File: src/rtl/stb_pkg.sv
`timescale 1ns / 1ps
package stb_pkg;

  localparam int NUM_SLOTS = 8;
  localparam int SLOT_W    = 3;
  localparam int TIME_BITS = 32;
  localparam int QDEPTH    = 2;

  typedef logic [TIME_BITS-1:0] time_t;
  typedef logic [SLOT_W-1:0]    slot_t;

  localparam logic [2:0] KIND_REGISTER = 3'd0;
  localparam logic [2:0] KIND_START    = 3'd1;
  localparam logic [2:0] KIND_MODIFY   = 3'd2;
  localparam logic [2:0] KIND_STOP     = 3'd3;
  localparam logic [2:0] KIND_DELETE   = 3'd4;
  localparam logic [2:0] KIND_DEL_ALL  = 3'd5;
  localparam logic [2:0] KIND_TICK     = 3'd6;

  localparam logic [1:0] RK_STATUS = 2'd0;
  localparam logic [1:0] RK_EXPIRY = 2'd1;
  localparam logic [1:0] RK_DONE   = 2'd2;

  localparam logic ST_OK        = 1'b0;
  localparam logic ST_NOT_FOUND = 1'b1;

  typedef enum logic [2:0] {
    OP_REG     = 3'd0,
    OP_START   = 3'd1,
    OP_MODIFY  = 3'd2,
    OP_STOP    = 3'd3,
    OP_DELETE  = 3'd4,
    OP_DEL_ALL = 3'd5,
    OP_TICK    = 3'd6,
    OP_NOP     = 3'd7
  } op_t;

  typedef struct packed {
    op_t   op;
    slot_t slot;
    logic  slot_ok;
    time_t timeout;
    logic  start_active;
    logic  one_shot;
    logic  has_handler;
    time_t tnow;
  } cmd_t;

endpackage

File: src/rtl/soft_timer_bank_top.sv
`timescale 1ns / 1ps
// An operation's transaction is written into the command queue; the idle executor pops
// it and registers its status strobe. A tick leaves idle, scans the slots in order
// (8 slots; the scan ends at the first slot freed), then strobes the done item.
// Throughput: one operation per cycle while not busy; a full 2-entry queue sets busy.
// Reset (rst, synchronous): all slots free, queue empty, no strobe.
module soft_timer_bank_top (
  input  logic           clk,
  input  logic           rst,
  input  logic           start,
  output logic           busy,
  input  logic [2:0]     kind,
  input  stb_pkg::slot_t slot,
  input  stb_pkg::time_t new_timeout,
  input  logic           start_active,
  input  logic           one_shot,
  input  logic           has_handler,
  input  stb_pkg::time_t now,
  output logic           strobe,
  output logic [1:0]     result_kind,
  output logic           status,
  output stb_pkg::slot_t event_slot,
  output logic           last
);
  import stb_pkg::*;

  logic q_valid;
  cmd_t q_cmd;
  logic q_pop;

  stb_front u_front (
    .clk          (clk),
    .rst          (rst),
    .start        (start),
    .busy         (busy),
    .kind         (kind),
    .slot         (slot),
    .new_timeout  (new_timeout),
    .start_active (start_active),
    .one_shot     (one_shot),
    .has_handler  (has_handler),
    .now          (now),
    .q_valid      (q_valid),
    .q_cmd        (q_cmd),
    .q_pop        (q_pop)
  );

  stb_back u_back (
    .clk         (clk),
    .rst         (rst),
    .q_valid     (q_valid),
    .q_cmd       (q_cmd),
    .q_pop       (q_pop),
    .strobe      (strobe),
    .result_kind (result_kind),
    .status      (status),
    .event_slot  (event_slot),
    .last        (last)
  );

  a_rst_quiet: assert property (@(posedge clk) rst |=> !strobe)
    else $error("strobe after reset");

  a_done_form: assert property (@(posedge clk) disable iff (rst)
    strobe && result_kind == RK_DONE |-> last && status == ST_OK && event_slot == '0)
    else $error("malformed done item");

  a_expiry_not_last: assert property (@(posedge clk) disable iff (rst)
    strobe && result_kind == RK_EXPIRY |-> !last && status == ST_OK)
    else $error("expiry marked last");

  a_status_last: assert property (@(posedge clk) disable iff (rst)
    strobe && result_kind == RK_STATUS |-> last)
    else $error("status item not last");

endmodule

File: src/rtl/stb_front.sv
`timescale 1ns / 1ps
module stb_front (
  input  logic          clk,
  input  logic          rst,
  input  logic          start,
  output logic          busy,
  input  logic [2:0]    kind,
  input  stb_pkg::slot_t slot,
  input  stb_pkg::time_t new_timeout,
  input  logic          start_active,
  input  logic          one_shot,
  input  logic          has_handler,
  input  stb_pkg::time_t now,
  output logic          q_valid,
  output stb_pkg::cmd_t q_cmd,
  input  logic          q_pop
);
  import stb_pkg::*;

  cmd_t        fifo [QDEPTH];
  logic        wr_ptr;
  logic        rd_ptr;
  logic [1:0]  count;
  cmd_t        dec;
  logic        push;

  always_comb begin
    case (kind)
      KIND_REGISTER: dec.op = OP_REG;
      KIND_START:    dec.op = OP_START;
      KIND_MODIFY:   dec.op = OP_MODIFY;
      KIND_STOP:     dec.op = OP_STOP;
      KIND_DELETE:   dec.op = OP_DELETE;
      KIND_DEL_ALL:  dec.op = OP_DEL_ALL;
      KIND_TICK:     dec.op = OP_TICK;
      default:       dec.op = OP_NOP;
    endcase
    dec.slot         = slot;
    dec.slot_ok      = (SLOT_W + 1)'(slot) < (SLOT_W + 1)'(NUM_SLOTS);
    dec.timeout      = new_timeout;
    dec.start_active = start_active;
    dec.one_shot     = one_shot;
    dec.has_handler  = has_handler;
    dec.tnow         = now;
  end

  assign busy    = (count == 2'(QDEPTH));
  assign push    = start && !busy;
  assign q_valid = (count != 2'd0);
  assign q_cmd   = fifo[rd_ptr];

  always_ff @(posedge clk) begin
    if (push) begin
      fifo[wr_ptr] <= dec;
    end
  end

  always_ff @(posedge clk) begin
    if (rst) begin
      wr_ptr <= 1'b0;
      rd_ptr <= 1'b0;
      count  <= 2'd0;
    end else begin
      if (push) begin
        wr_ptr <= ~wr_ptr;
      end
      if (q_pop) begin
        rd_ptr <= ~rd_ptr;
      end
      count <= count + 2'(push) - 2'(q_pop);
    end
  end

endmodule

File: src/rtl/stb_back.sv
`timescale 1ns / 1ps
module stb_back (
  input  logic          clk,
  input  logic          rst,
  input  logic          q_valid,
  input  stb_pkg::cmd_t q_cmd,
  output logic          q_pop,
  output logic          strobe,
  output logic [1:0]    result_kind,
  output logic          status,
  output stb_pkg::slot_t event_slot,
  output logic          last
);
  import stb_pkg::*;

  typedef enum logic [2:0] {
    S_IDLE = 3'b001,
    S_SCAN = 3'b010,
    S_DONE = 3'b100
  } state_t;

  state_t               state;
  slot_t                idx;
  time_t                tick_now;
  logic [NUM_SLOTS-1:0] in_use;
  logic [NUM_SLOTS-1:0] active;
  logic [NUM_SLOTS-1:0] oneshot;
  logic [NUM_SLOTS-1:0] deact;
  logic [NUM_SLOTS-1:0] handler;
  time_t                tmo   [NUM_SLOTS];
  time_t                start_t [NUM_SLOTS];

  time_t elapsed;
  logic  fire;
  logic  act_after;
  logic  report;
  logic  free_slot;
  logic  used;

  assign q_pop = (state == S_IDLE) && q_valid;
  assign used  = q_cmd.slot_ok && in_use[q_cmd.slot];

  always_comb begin
    elapsed   = tick_now - start_t[idx];
    fire      = in_use[idx] && active[idx] && (elapsed >= tmo[idx]);
    act_after = active[idx] && !(fire && oneshot[idx]);
    report    = fire && handler[idx] && !deact[idx];
    free_slot = in_use[idx] && !act_after && (oneshot[idx] || deact[idx]);
  end

  always_ff @(posedge clk) begin
    if (q_pop) begin
      case (q_cmd.op)
        OP_REG: begin
          if (q_cmd.slot_ok) begin
            tmo[q_cmd.slot]     <= q_cmd.timeout;
            start_t[q_cmd.slot] <= q_cmd.tnow;
          end
        end
        OP_START, OP_MODIFY: begin
          if (used) begin
            start_t[q_cmd.slot] <= q_cmd.tnow;
            if (q_cmd.op == OP_MODIFY) begin
              tmo[q_cmd.slot] <= q_cmd.timeout;
            end
          end
        end
        default: ;
      endcase
    end else if (state == S_SCAN && fire) begin
      start_t[idx] <= tick_now;
    end
  end

  always_ff @(posedge clk) begin
    if (rst) begin
      state   <= S_IDLE;
      idx     <= '0;
      in_use  <= '0;
      active  <= '0;
      oneshot <= '0;
      deact   <= '0;
      handler <= '0;
      strobe  <= 1'b0;
    end else begin
      strobe <= 1'b0;
      case (state)
        S_IDLE: begin
          if (q_valid) begin
            result_kind <= RK_STATUS;
            status      <= ST_OK;
            event_slot  <= q_cmd.slot;
            last        <= 1'b1;
            case (q_cmd.op)
              OP_REG: begin
                strobe <= 1'b1;
                if (q_cmd.slot_ok) begin
                  in_use[q_cmd.slot]  <= 1'b1;
                  active[q_cmd.slot]  <= q_cmd.start_active;
                  oneshot[q_cmd.slot] <= q_cmd.one_shot;
                  handler[q_cmd.slot] <= q_cmd.has_handler;
                  deact[q_cmd.slot]   <= 1'b0;
                end else begin
                  status <= ST_NOT_FOUND;
                end
              end
              OP_START, OP_MODIFY, OP_STOP, OP_DELETE: begin
                strobe <= 1'b1;
                if (used) begin
                  active[q_cmd.slot] <= (q_cmd.op == OP_START) || (q_cmd.op == OP_MODIFY);
                  if (q_cmd.op == OP_DELETE) begin
                    deact[q_cmd.slot] <= 1'b1;
                  end
                end else begin
                  status <= ST_NOT_FOUND;
                end
              end
              OP_DEL_ALL: begin
                strobe     <= 1'b1;
                event_slot <= '0;
                active     <= active & ~in_use;
                deact      <= deact | in_use;
              end
              OP_TICK: begin
                tick_now <= q_cmd.tnow;
                idx      <= '0;
                state    <= S_SCAN;
              end
              default: begin
                strobe <= 1'b1;
              end
            endcase
          end
        end
        S_SCAN: begin
          strobe      <= report;
          result_kind <= RK_EXPIRY;
          status      <= ST_OK;
          event_slot  <= idx;
          last        <= 1'b0;
          if (fire && oneshot[idx]) begin
            active[idx] <= 1'b0;
          end
          if (free_slot) begin
            in_use[idx]  <= 1'b0;
            oneshot[idx] <= 1'b0;
            deact[idx]   <= 1'b0;
            handler[idx] <= 1'b0;
            state        <= S_DONE;
          end else if (idx == SLOT_W'(NUM_SLOTS - 1)) begin
            state <= S_DONE;
          end else begin
            idx <= idx + 1'b1;
          end
        end
        S_DONE: begin
          strobe      <= 1'b1;
          result_kind <= RK_DONE;
          status      <= ST_OK;
          event_slot  <= '0;
          last        <= 1'b1;
          state       <= S_IDLE;
        end
        default: begin
          state <= S_IDLE;
        end
      endcase
    end
  end

endmodule

File: config.mk
export PLATFORM = sky130hd
export DESIGN_NAME = soft_timer_bank_top
export DESIGN_NICKNAME = d
export VERILOG_FILES = /design/src/rtl/stb_pkg.sv /design/src/rtl/soft_timer_bank_top.sv /design/src/rtl/stb_front.sv /design/src/rtl/stb_back.sv
export SDC_FILE = /design/constraint.sdc
export NUM_CORES = 1
export LEC_CHECK = 0
export BUFFER_PORTS_ARGS = -buffer_cell sky130_fd_sc_hd__buf_2
export CORE_MARGIN = 2
export CORE_UTILIZATION = 60
export CTS_BUF_LIST = sky130_fd_sc_hd__clkbuf_16
export CTS_CLUSTER_SIZE = 28
export DETAILED_ROUTE_END_ITERATION = 10
export GPL_TIMING_DRIVEN = 1
export HOLD_SLACK_MARGIN = 0.03
export PLACE_DENSITY = 0.77
export SLEW_MARGIN = 20
export SYNTH_ARGS = -nofsm -noshare
export SYNTH_HDL_FRONTEND = slang
export SYNTH_SLANG_ARGS = --single-unit
File: constraint.sdc
create_clock -name clk -period 10.9 [get_ports clk]
set_input_delay 2.725 -clock clk [delete_from_list [all_inputs] [get_ports clk]]
set_output_delay 2.725 -clock clk [all_outputs]
set_load 0.1 [all_outputs]
==> impl_metrics.env <==
export IMPL_cts_setup_buffers=0
export IMPL_port_buffers=84
export IMPL_critPathMaxStageDelay_ns=0.95
export IMPL_setup_ws_ns=2.049
export IMPL_final_setup_tns_ns=0
export IMPL_hold_viol=0
export IMPL_synthSimpleGateAreaFrac_pct=4.167
export IMPL_synthMuxAreaShare_pct=15.62
export IMPL_async_reset_ff_share_pct=0
export IMPL_clk_latency_ns=0.62
export IMPL_drt_initial_drc_count=1611
export IMPL_htreeDepth=3
export IMPL_placedCellCount=2565
export IMPL_yosys_register_bits=752
export IMPL_yosys_area_top_type="edfxtp_1"
export IMPL_slew_headroom_pct=32.97
export IMPL_die_x_um=234.4
export IMPL_crit_arrival_ns=9.14
export IMPL_mostFrequentLayoutCell="edfxtp_1"
export IMPL_power_leakage_nw=11.35
export IMPL_design_portCount=85
export IMPL_cts_tree="yes"
export IMPL_tightest_slew_ns=1.005
export IMPL_netlist_instances=1839
export IMPL_hp_class="flop to flop"
export IMPL_outcome="finished clean"
export IMPL_cts_hold_buf=0
export IMPL_cpMostUsedCell="o21ai_0"
export IMPL_required_ns=11.19
export IMPL_drive_gt1_share_pct=25.88
export IMPL_ant_nets=0
export IMPL_power_per_cell_area_nw_per_um2=204.1
export IMPL_yosysSeqAreaShare_pct=69.16
export IMPL_maxCapViolCount=0
export IMPL_track_usage_pct=26.31
export IMPL_synth_top_area_share_pct=65.71
export IMPL_start_util_pct=60.62
export IMPL_overflow=0
export IMPL_yosysUniqueCellTypes=85
export IMPL_cp_end_kind="flop"
export IMPL_wire_per_inst_um=26.16
export IMPL_clock_sinks=752
export IMPL_startpoint_type="flop"
export IMPL_syn_num_nets=1984
export IMPL_instances_no_fill=2701
export IMPL_clk_root_buffer_cell="clkbuf_16"
export IMPL_fp_row_count=84
export IMPL_ir_drop_mv=0.1819
export IMPL_clk_pin_slew_worst_paths_ns=0.07
export IMPL_die_area_sq_um=54950
export IMPL_antenna_found_initial=0
export IMPL_gp_congestion=0.9428
export IMPL_grt_max_degree=74
export IMPL_min_period_ns=8.851
export IMPL_yosys_warnings=0
export IMPL_drt_wl_total_um=70650
export IMPL_num_vias=17380
export IMPL_drtPass1Iterations=5
export IMPL_crit_slowest_cell="dfxtp_4"
export IMPL_synth_edf_count=697
export IMPL_period_share_pct=81.20
export IMPL_worstPathMaxFanout=45
export IMPL_postSynthAreaPerCell_sq_um=17.32
export IMPL_design_core_area_sq_um=52550
export IMPL_synth_area_sq_um=31850
export IMPL_die_y_um=234.4
export IMPL_cts_buffers=75
export IMPL_synth_area_leaders="edfxtp_1, mux4_2, mux2_2, dfxtp_1, ha_1"
export IMPL_finClkSkew_ns=0.01651
export IMPL_synthFlopType="edfxtp_1"
export IMPL_avgViaCountPerCell=6.434
export IMPL_place_ws_ns=2.010
export IMPL_synth_xor_area_share_pct=0.9073
export IMPL_drv_slew=0
export IMPL_nets=2099
export IMPL_area_growth_pct=11.49
export IMPL_synth_adder_area_share_pct=2.769
export IMPL_max_clock_path_buffers=3
export IMPL_criticalPathCategory="flop to flop"
export IMPL_remaining_drc_errors=0
export IMPL_post_cts_resized=0
export IMPL_finalSetupViolCount=0
export IMPL_grt_first_pass_wirelength_um=106500
export IMPL_hpwl_um=43530
export IMPL_diodes=0
export IMPL_fmax_mhz=113.0
export IMPL_final_cell_mix="edfxtp_1, mux4_2, mux2_2, nand2_1, buf_2"
export IMPL_first_global_vias=17460
export IMPL_crit_chain="buf_4, mux4_2, mux2_2, ha_1, nand2b_1, a21oi_1, a2111oi_0, o21ai_0, o2111a_1, o21ai_0, o21ai_0, xnor2_1, ha_1, nand4_1, or4_1, o21ai_0, nor2b_4, nand2_1, a21boi_4, buf_4"
export IMPL_rsz0062_at_grt="no"
export IMPL_synth_compound_area_share_pct=6.084
export IMPL_synth_top_family_by_area="multiplexers"
-- cells by family after synthesis --
kind of cell	after synthesis
AOI/OAI and AO/OA	290
xor gates and xnor gates	33
adders and majority gates	70
buffers and inverters	95
DFF	752
muxes	316
and+or+nand+nor	283
-- layer usage --
| layer | vias up | share of wire [%] | track usage, % |
|---|---|---|---|
| met1 | 9017 | 42 | 36.85 |
| met5 | - | 0 | 0 |
| met3 | 113 | 5.5 | 4.046 |
| met4 | 0 | 2.6 | 7.724 |
| li1 | 7638 | - | - |
| met2 | 609 | 50 | 43.45 |
-- worst max-delay path, delay by kind of cell, from the launching register on --
family                     cells  cell delay [ns]
AOI/OAI and AO/OA              8             3.11
and+or+nand+nor                5             2.00
DFF                            1             0.95
buffers and inverters          2             0.91
muxes                          2             0.84
adders and majority gates      2             0.52
xor gates and xnor gates       1             0.12
-- flip-flops by register name (all words and copies together) (netlist names), 2 cells and up, named ones only --
signal and flops:
u_back.tmo 256, u_back.result_kind 2, u_back.in_use 8, u_back.handler 8, u_front.count 2, u_back.event_slot 3
u_front.fifo 146, u_back.active 8, u_back.start_t 256, u_back.state 3, u_back.deact 8, u_back.oneshot 8
u_back.tick_now 32, u_back.idx 3
-- Yosys cell counts (16+ instances only) --
cell        n
edfxtp_1  697
nand2_1    98
nand3_1    23
inv_1      17
mux4_2    132
o21ai_0    60
nor2_1     82
nor3_1     17
ha_1       68
clkbuf_1   45
dfxtp_1    55
mux2_2    109
o22ai_1    16
xnor2_1    22
a21oi_1    79
mux2i_1    71
-- path summary, 6_finish.rpt --
check / from / to / slack, ns / cells after the start
setup reg to reg: flop / u_back.start_t[0][28]$_DFFE_PP_ / 2.05 / 20
hold / removal: u_back.handler[6]$_SDFFE_PP0P_ / u_back.handler[6]$_SDFFE_PP0P_ / 0.47 / 1
hold reg to reg: u_back.handler[6]$_SDFFE_PP0P_ / u_back.handler[6]$_SDFFE_PP0P_ / 0.47 / 1
setup / recovery: flop / u_back.start_t[0][28]$_DFFE_PP_ / 2.05 / 20
-- area by class of cell --
cell class | instances | area (sq um)
Fill cell | 3467 | 17040
Clock buffer | 78 | 1952
Clock inverter | 58 | 339.1
Inverter | 19 | 71.32
Multi-Input combinational cell | 992 | 9590
Timing Repair Buffer | 114 | 653.1
Sequential cell | 752 | 22050
Tap cell | 688 | 860.8
-- power breakdown --
group	internal, W	switching (W)	total (W)
Clock	0.00132	0.00107	0.00239
Combinational	0.000404	0.000841	0.00124
Sequential	0.00352	0.0000857	0.00361
-- metrics by stage --
step | cell area (sq um) | hold WS (ns) | utilization [%] | power [W]
final | 35510 | 0.4716 | 67.58 | 0.007249
after global routing | 35510 | 0.4872 | 67.58 | 0.007508
after CTS | 35490 | 0.4739 | 67.53 | 0.007283
after detailed placement | 33190 | 0.4590 | 63.17 | 0.004899
after global placement | 33190 | 0.4385 | 63.17 | 0.004852
after floorplan | 31850 | 0.4290 | - | 0.004510
(Power assumes the default switching activity.)
